### src/sv/lzss_window_pixel_decoder_macros.svh
// ----------------------------------------------------------------------------
// Assertion macros for the LZSS window pixel decoder
// Shared property forms, so that every check reads the same way.
// ----------------------------------------------------------------------------
`ifndef LZSS_WINDOW_PIXEL_DECODER_MACROS_SVH
`define LZSS_WINDOW_PIXEL_DECODER_MACROS_SVH

// Same-cycle implication, switched off while reset is high.
`define LWPD_ASSERT_SAME(lbl, clk, rst, ante, cons) \
  lbl: assert property (@(posedge clk) disable iff (rst) (ante) |-> (cons)) \
    else $error("lwpd check failed");

// Next-cycle implication, switched off while reset is high.
`define LWPD_ASSERT_NEXT(lbl, clk, rst, ante, cons) \
  lbl: assert property (@(posedge clk) disable iff (rst) (ante) |=> (cons)) \
    else $error("lwpd check failed");

`endif

### src/sv/lwpd_pkg.sv
// ----------------------------------------------------------------------------
// LZSS window pixel decoder package
// Shared types, constants and helper functions of the decoder.
// ----------------------------------------------------------------------------
package lwpd_pkg;

  localparam int WINDOW_SIZE = 4096;
  localparam int DIM_W       = 13;
  localparam int POS_W       = 12;
  localparam int LEN_W       = 5;
  localparam logic [DIM_W-1:0] MAX_DIM  = 13'd4096;
  localparam logic [DIM_W-1:0] MIN_DIM  = 13'd1;
  localparam logic [DIM_W-1:0] RST_WIDTH  = 13'd256;
  localparam logic [DIM_W-1:0] RST_HEIGHT = 13'd224;
  localparam logic [LEN_W-1:0] LEN_BIAS = 5'd3;
  localparam logic [7:0] FLAG_EMPTY  = 8'h01;
  localparam logic [7:0] FLAG_MARKER = 8'h80;

  typedef enum logic [0:0] {
    REG_WIDTH  = 1'b0,
    REG_HEIGHT = 1'b1
  } cfg_reg_t;

  typedef enum logic [1:0] {
    PH_FLAG     = 2'd0,
    PH_LITERAL  = 2'd1,
    PH_MATCH_HI = 2'd2,
    PH_MATCH_LO = 2'd3
  } phase_t;

  typedef enum logic [0:0] {
    ST_TOKEN = 1'b0,
    ST_COPY  = 1'b1
  } dec_state_t;

  typedef struct packed {
    logic [7:0] compressed_byte;
    logic       start_image;
  } in_item_t;

  typedef struct packed {
    logic [7:0]       pixel;
    logic [POS_W-1:0] column;
    logic [POS_W-1:0] row;
    logic             run_last;
    logic             image_last;
  } out_item_t;

  typedef struct packed {
    logic step;
    logic clear;
  } pos_ctrl_t;

  typedef struct packed {
    logic [POS_W-1:0] column;
    logic [POS_W-1:0] row;
    logic             at_end;
    logic             done;
  } pos_stat_t;

  // Out-of-range dimensions saturate: zero acts as one, anything larger
  // than the maximum acts as the maximum.
  function automatic logic [DIM_W-1:0] clamp_dim(input logic [DIM_W-1:0] v);
    logic [DIM_W-1:0] r;
    r = v;
    if (v < MIN_DIM) begin
      r = MIN_DIM;
    end else if (v > MAX_DIM) begin
      r = MAX_DIM;
    end
    return r;
  endfunction

endpackage

### src/sv/lwpd_pos.sv
// ----------------------------------------------------------------------------
// LZSS window pixel decoder raster position tracker
// Keeps column and row of the next pixel and flags the end of the image.
// ----------------------------------------------------------------------------
module lwpd_pos (
  input  logic                        clk,
  input  logic                        rst,
  input  logic [lwpd_pkg::DIM_W-1:0]  width,
  input  logic [lwpd_pkg::DIM_W-1:0]  height,
  input  lwpd_pkg::pos_ctrl_t         ctrl,
  output lwpd_pkg::pos_stat_t         stat
);

  logic [lwpd_pkg::POS_W-1:0] column;
  logic [lwpd_pkg::POS_W-1:0] row;
  logic                       done;

  logic [lwpd_pkg::POS_W-1:0] col_base;
  logic [lwpd_pkg::POS_W-1:0] row_base;
  logic                       done_base;
  logic [lwpd_pkg::DIM_W-1:0] col_p1;
  logic [lwpd_pkg::DIM_W-1:0] row_p1;
  logic                       col_end;
  logic                       img_end;
  logic [lwpd_pkg::POS_W-1:0] column_next;
  logic [lwpd_pkg::POS_W-1:0] row_next;
  logic                       done_next;

  // A new image clears the position before the pixel of the same request.
  always_comb begin
    col_base  = ctrl.clear ? '0 : column;
    row_base  = ctrl.clear ? '0 : row;
    done_base = ctrl.clear ? 1'b0 : done;
    col_p1    = {1'b0, col_base} + 13'd1;
    row_p1    = {1'b0, row_base} + 13'd1;
    col_end   = (col_p1 >= width);
    img_end   = col_end && (row_p1 >= height);

    column_next = col_base;
    row_next    = row_base;
    done_next   = done_base;
    if (ctrl.step) begin
      if (col_end) begin
        column_next = '0;
        if (img_end) begin
          done_next = 1'b1;
        end else begin
          row_next = row_p1[lwpd_pkg::POS_W-1:0];
        end
      end else begin
        column_next = col_p1[lwpd_pkg::POS_W-1:0];
      end
    end

    stat.column = col_base;
    stat.row    = row_base;
    stat.at_end = img_end;
    stat.done   = done_base;
  end

  always_ff @(posedge clk) begin
    if (rst) begin
      column <= '0;
      row    <= '0;
      done   <= 1'b0;
    end else begin
      column <= column_next;
      row    <= row_next;
      done   <= done_next;
    end
  end

endmodule

### config.mk
export PLATFORM = sky130hd
export DESIGN_NAME = lwpd_pos
export DESIGN_NICKNAME = d
export VERILOG_FILES = /design/src/sv/lzss_window_pixel_decoder_macros.svh /design/src/sv/lwpd_pkg.sv /design/src/sv/lwpd_pos.sv
export SDC_FILE = /design/constraint.sdc
export NUM_CORES = 1
export LEC_CHECK = 0
export ABC_AREA = 1
export BUFFER_PORTS_ARGS = -buffer_cell sky130_fd_sc_hd__buf_2
export CORE_ASPECT_RATIO = 0.75
export CORE_MARGIN = 1
export CORE_UTILIZATION = 55
export CTS_BUF_LIST = sky130_fd_sc_hd__clkbuf_16
export DETAILED_ROUTE_END_ITERATION = 7
export GPL_TIMING_DRIVEN = 1
export HOLD_SLACK_MARGIN = 0.12
export PLACE_DENSITY_LB_ADDON = 0.05
export SETUP_SLACK_MARGIN = 0.2
export SLEW_MARGIN = 20
export SYNTH_ARGS = -nofsm -noshare
export SYNTH_HDL_FRONTEND = slang
export SYNTH_SLANG_ARGS = --single-unit
### constraint.sdc
create_clock -name clk -period 6.19 [get_ports clk]
set_clock_uncertainty 0.1 [all_clocks]
set_input_delay 1.238 -clock clk [delete_from_list [all_inputs] [get_ports clk]]
set_output_delay 1.238 -clock clk [all_outputs]
set_load 0.005 [all_outputs]
# Yosys cells after proc, flatten, opt, wreduce, memory -nomap -nowiden
# Cells that the tools add are included.
[word_totals]
input_bits = 30
register_bits = 25
wordCells = 19
output_inout_bits = 26
[op_classes]
n_mux = 11
n_reduce_logical = 1
n_lt_le_gt_ge = 2
n_addsub = 2
[op_table]
columns = ["op", "n"]
rows = [
  ["$mux 12", 7],
  ["$add 12x1->13 const B", 2],
  ["$ge 13x13->1", 2],
  ["$mux 1", 4],
  ["$logic_and 1x1->1", 1],
]

# Logic depth before layout (Yosys ltp)
# Gate-level depths: netlist of the first run.
[logic_depth]
ltp_word = 7
depth_mapped = 22
mapped_depth_nobuf = 20

# Least setup slack after synthesis of the first run
# Ideal clock, no wire load.
[synth_timing]
path_kind = "input to output"
from = "in ctrl[0] (netlist bit)"
to = "out stat[1] (netlist bit)"
path_buffers = 3
setup_slack_ps = 1341
t_arrival_ps = 3511
cell_stages = 15
cell_sequence = "buf_6 buf_6 nor2_1 ha_1 nand3_1 nor3_2 nand3_1 nor4_1 ha_1 nand2_1 nor2_1 and2_1 nand2_1 a31oi_1 buf_4"
[synth_lines]
columns = ["item", "line_no", "source"]
rows = [
  ["from (decl)", "lwpd_pos.sv:10", "input lwpd_pkg::pos_ctrl_t ctrl,"],
  ["to (decl)", "lwpd_pos.sv:11", "output lwpd_pkg::pos_stat_t stat"],
]

==> results.py, run 1 <==
metrics = {
    "worst_setup_path": {
        "cp_num_cells": 15,
        "crit_chain": "buf_2 > nor2_1 > ha_1 > nand3_1 > nor3_2 > nand3_1 > nor4_1 > ha_1 > nand2_1 > nor2_1 > nand2_1 > nor2_1 > nor2_1 > a31oi_1 > buf_2",
        "critical_path_required_ps": 4850,
        "cp-end-kind": "output port",
        "worstSetupPathType": "in2out",
        "crit_path_max_incr_delay_ps": 400,
        "critPathMaxFanout": 19,
        "reg2reg_depth": 18,
        "worstReg2RegEnd": "row[5]",
        "arrival_ps": 4220,
        "cp-start-kind": "input port",
        "cp_num_buf_inv": 2,
        "reg2reg_slack_ps": 2270,
        "crit_path_top_delay_cell": "nor2_1",
        "crit_top_cell": "nor2_1",
        "crit_family": "simple AND/OR/NAND/NOR gates",
        "rr_startpoint": "column[0]",
    },
    "power": {
        "p_comb_share_pct": 11.9,
        "ir_drop_v": 0.000143,
        "power.total_uw": 346,
        "switchingPower_uw": 82.8,
        "clkPwrFrac_pct": 41.4,
        "switching_share_pct": 24.0,
        "seqPwrFrac_pct": 46.8,
        "power_density_nw_per_um2": 120,
        "p_int_uw": 263,
        "power.static_leakage_nw": 1.73,
    },
    "worst_hold_path": {
        "hold_path_depth": 2,
        "hp-start": "done",
        "hold_class": "reg2reg",
        "hold_end": "done",
    },
    "synth": {
        "synthArstFlopShare_pct": 0,
        "syn_inst": 415,
        "synth_top_flop_cell": "dfxtp_1",
        "netlist_top_cells_count": "nand2_1, inv_1, nor2_1",
        "syn-num-nets": 473,
        "synth_top_area_cell": "dfxtp_1",
        "synth_cell_types": 31,
        "synth-seq-cells": 25,
        "synth_edf_count": 0,
        "netlist_area_um2": 2520,
        "yosys.cell_count.top_type": "nand2_1",
        "synth_seq_area_share_pct": 19.9,
        "synth.avg_cell_area_um2": 6.08,
        "synth_top_area_share_pct": 19.9,
        "yosysWarnings": 0,
        "synthTopCellsByArea": "dfxtp_1, nand2_1, ha_1",
    },
    "route": {
        "drt-initial-drc-count": 101,
        "antenna_left": 0,
        "post_drt_wl_per_cell_um": 10.9,
        "drc_errors": 0,
        "via_per_inst": 4.76,
        "dr.pass1.iters": 4,
        "routed-via-count": 2473,
        "drt-total-wl_um": 5670,
    },
    "floorplanning": {
        "initial_utilization_pct": 59.6,
        "die_h_um": 60.6,
        "core_region_area_um2": 4230,
        "die_w_um": 80.2,
        "die-area_um2": 4860,
        "pin_count": 56,
        "rows": 20,
    },
    "final_layout": {
        "drive_gt1_share_pct": 19.4,
        "areaGrowthSynthToFinish_pct": 14.2,
        "nNetsFinal": 523,
        "final_util_pct": 68.1,
        "fill_cells": 404,
        "num_antenna_cells": 0,
    },
    "cts": {
        "cts_resized": 0,
        "postCtsHoldBufs": 0,
        "post_cts_buffers": 0,
        "cts_tree": "yes",
        "clock-sinks": 25,
        "clockBufferDepth": 2,
        "path_clk_slew_ps": 60,
        "cts_buffers": 3,
        "cts-root-buf": "clkbuf_16",
        "htree_levels": 1,
        "clock_latency_ps": 260,
    },
    "place": {
        "port_buffers": 55,
        "dp_hpwl_um": 4610,
        "place_congestion": 0.902,
    },
    "global_route": {
        "grt_pass1_vias": 2074,
        "grt_pass1_wl_um": 9350,
        "grt-ovfl-total": 0,
        "grt_max_degree": 22,
        "grt_usage_pct": 24.9,
        "antenna_found_initial": 0,
    },
    "run_status": {
        "outcome": "complete, no violations",
    },
    "timing": {
        "setup_viol_count_final": 0,
        "worst_pin_slew_ps": 839,
        "period_minus_slack_ps": 5560,
        "fin_crit_sh_pct": 89.8,
        "drv_slew": 0,
        "hold_violations": 0,
        "grt_setup_unrepaired": "false",
        "fin_hold_ws_ps": 389,
        "fin_tns_setup_ps": 0,
        "fmax_mhz": 180,
        "slew_headroom_pct": 43.9,
    },
    "flow_run": {
        "maxCapViolations": 0,
    },
}
-- per-stage QoR --
| stage | std cells | worst slack, ps | area (um^2) |
|---|---|---|---|
| final | 519 | 632 | 2880 |
| after global routing | 519 | 367 | 2880 |
| after CTS | 519 | 614 | 2880 |
| after detailed placement | 515 | 621 | 2800 |
| after global placement | 515 | 773 | 2800 |
| after floorplan | 415 | 1340 | 2520 |
-- cell usage in the layout, fill, tap and decap left out, drive strengths merged, types with 9 or more instances in the layout --
master and n:
nor3 9, inv 94, ha 28, a21oi 22, nand4 10, nand2 123, nand3 15, nor2 63
buf 55, dfxtp 25
-- cell families after synthesis --
| group | synth area share, % |
|---|---|
| compound gates | 5.81 |
| flops | 19.9 |
| xor+xnor | 3.67 |
| buf+inv | 16.5 |
| simple gates | 40.3 |
| fa+ha+maj | 13.9 |
-- tightest hold or removal path, cell delays in order (launching register included) --
cell and delay [ps]:
dfxtp_1 300, nand2_1 80, a21oi_1 60
-- how the worst max path moves through the flow --
stage	startpoint	to	slack (ps)
3_3_place_gp	ctrl[0]	stat[1]	770
3_5_place_dp	ctrl[0]	stat[1]	620
6_report	ctrl[0]	stat[1]	630
2_1_floorplan	ctrl[0]	stat[1]	1340
4_1_cts	ctrl[0]	stat[1]	610
5_1_grt	ctrl[0]	stat[1]	370
-- per-layer routing --
layer	wire [um]	vias up	track usage [%]	share of wire (%)
met5	0	-	0	0
met4	14	0	2.30	0.25
met3	284	2	4.81	5.0
met2	2340	62	39.3	41
met1	3040	1056	36.6	54
li1	-	1353	-	-
-- layout make-up --
class / count / area [um^2] / area share [%]
Inverter: 93 / 352 / 12.2
Clock buffer: 3 / 75.1 / 2.61
Multi-Input combinational cell: 287 / 1610 / 55.7
Timing Repair Buffer: 55 / 275 / 9.56
Clock inverter: 1 / 3.75 / 0.130
Sequential cell: 25 / 500 / 17.4
Tap cell: 55 / 68.8 / 2.39
-- sequential cells by signal, indices dropped and copies added (netlist names) --
signal / cells
row: 12
column: 12
done: 1
-- power groups by stage --
stage | registers [mW] | clock network, mW | logic, mW
detailed placement | 0.165 | 0 | 0.0410
global placement | 0.165 | 0 | 0.0395
finish | 0.162 | 0.143 | 0.0410
global route | 0.162 | 0.151 | 0.0473
CTS | 0.162 | 0.145 | 0.0412
floorplan | 0.165 | 0 | 0.0263
Power figures use the tool's default switching activity.
==> run 2: changes to the inputs <==
Settings changed: CORE_ASPECT_RATIO 0.75 to default.
==> run 2 against run 1 <==
Compared with the run above:
- count of clock-buffer cells in the layout unchanged
- critical path type unchanged
- design area decreased by 0.13%
- first-iteration DRC count increased by 51%
- power decreased by 0.50%
- largest power group unchanged
- largest cell class unchanged
- die area about the same
- wire length decreased by 2.7%
==> results.py, run 2 (synthesized netlist as in run 1, its figures left out) <==
metrics = {
    "run_status": {
        "outcome": "complete, no violations",
    },
    "worst_hold_path": {
        "hp-start": "done",
        "hold_class": "reg2reg",
    },
    "timing": {
        "period_minus_slack_ps": 5470,
        "fin_tns_setup_ps": 0,
        "hold_violations": 0,
        "fmax_mhz": 183,
        "grt_setup_unrepaired": "false",
        "setup_viol_count_final": 0,
        "worst_pin_slew_ps": 836,
        "drv_slew": 0,
        "slew_headroom_pct": 44.1,
        "fin_crit_sh_pct": 88.3,
    },
    "worst_setup_path": {
        "worstSetupPathType": "in2out",
        "startpoint": "ctrl[0]",
        "cp-start-kind": "input port",
        "cp-end-kind": "output port",
        "critPathMaxFanout": 19,
        "rr_startpoint": "column[0]",
        "critical_path_required_ps": 4850,
        "arrival_ps": 4130,
    },
    "global_route": {
        "antenna_found_initial": 0,
        "grt-ovfl-total": 0,
        "grt_max_degree": 22,
        "grt_pass1_wl_um": 9630,
        "grt_usage_pct": 24.0,
        "grt_pass1_vias": 2190,
    },
    "flow_run": {
        "maxCapViolations": 0,
    },
    "final_layout": {
        "final_cell_mix": "nand2_1, inv_1, buf_2, nor2_1, ha_1",
        "fill_cells": 456,
        "areaGrowthSynthToFinish_pct": 14.1,
        "final_area_um2": 2880,
        "reg_top3": "column (12), row (12), done (1)",
        "nNetsFinal": 523,
        "drive_gt1_share_pct": 19.4,
        "layout_commonest_cell": "nand2_1",
        "num_antenna_cells": 0,
        "final_util_pct": 65.6,
    },
    "floorplanning": {
        "rows": 24,
        "initial_utilization_pct": 57.5,
        "die_h_um": 69.7,
        "pin_count": 56,
        "core_region_area_um2": 4380,
        "die-area_um2": 4860,
        "die_w_um": 69.7,
    },
    "place": {
        "place_congestion": 0.895,
        "port_buffers": 55,
        "dp_hpwl_um": 4540,
        "postPlaceCellArea_um2": 2800,
    },
    "route": {
        "drt-total-wl_um": 5520,
        "dr.pass1.iters": 4,
        "drc_errors": 0,
        "post_drt_wl_per_cell_um": 10.7,
        "via_per_inst": 4.87,
        "drt-initial-drc-count": 153,
        "routed-via-count": 2514,
        "antenna_left": 0,
    },
    "power": {
        "power_density_nw_per_um2": 120,
        "switching_share_pct": 23.6,
        "p_comb_share_pct": 11.8,
        "power.static_leakage_nw": 1.73,
        "clkPwrFrac_pct": 41.2,
        "seqPwrFrac_pct": 47.0,
        "ir_drop_v": 0.000140,
        "power.total_uw": 344,
        "switchingPower_uw": 81.1,
        "p_int_uw": 263,
    },
    "cts": {
        "cts_tree": "yes",
        "cts_buffers": 3,
        "postCtsHoldBufs": 0,
        "post_cts_buffers": 0,
        "clock_latency_ps": 260,
        "clockBufferDepth": 2,
        "cts_resized": 0,
        "htree_levels": 1,
        "cts-root-buf": "clkbuf_16",
        "clock-sinks": 25,
        "path_clk_slew_ps": 60,
    },
}
[run 2: power by group through the flow]
stage / combinational (mW) / sequential [mW] / clock, mW
after global routing: 0.0465 / 0.162 / 0.153
after floorplan: 0.0263 / 0.165 / 0
after detailed placement: 0.0407 / 0.165 / 0
after CTS: 0.0409 / 0.162 / 0.146
after global placement: 0.0396 / 0.165 / 0
final: 0.0404 / 0.162 / 0.142
[run 2: final timing paths]
path	end	slack (ps)	cells after the start
min reg2reg	done	390	2
min	done	390	2
max reg2reg	column[11]	2370	15
max	stat[1]	720	15
[run 2: stage by stage]
step,setup WS (ps),hold slack [ps],std cells
finish,724,385,516
global route,345,443,516
CTS,710,384,516
detailed placement,717,374,512
global placement,778,367,512
floorplan,1340,351,415
[run 2: final cells by class]
type / instances / area [um^2] / area share (%)
multi-input cells: 287 / 1610 / 55.8
flip-flops and latches: 25 / 500 / 17.4
inverters: 93 / 352 / 12.2
repair buffers: 55 / 275 / 9.57
clock buffers: 3 / 75.1 / 2.61
well taps: 52 / 65.1 / 2.26
clock inverters: 1 / 3.75 / 0.130
[run 2: routing by layer]
layer,vias to the layer above,wire [um],global-route usage (%),part of all wire [%]
met5,-,0,0,0
met2,65,2570,41.0,46
met3,2,264,3.63,4.8
met4,0,7,1.78,0.13
li1,1355,-,-,-
met1,1092,2690,33.2,49
[run 2: worst max-delay path, stage by stage]
cell	delay, ps
buf_2	320
nor2_1	400
ha_1	360
nand3_1	170
nor3_2	220
nand3_1	140
nor4_1	240
ha_1	210
nand2_1	60
nor2_1	220
nand2_1	80
nor2_1	120
nor2_1	70
a31oi_1	140
buf_2	130
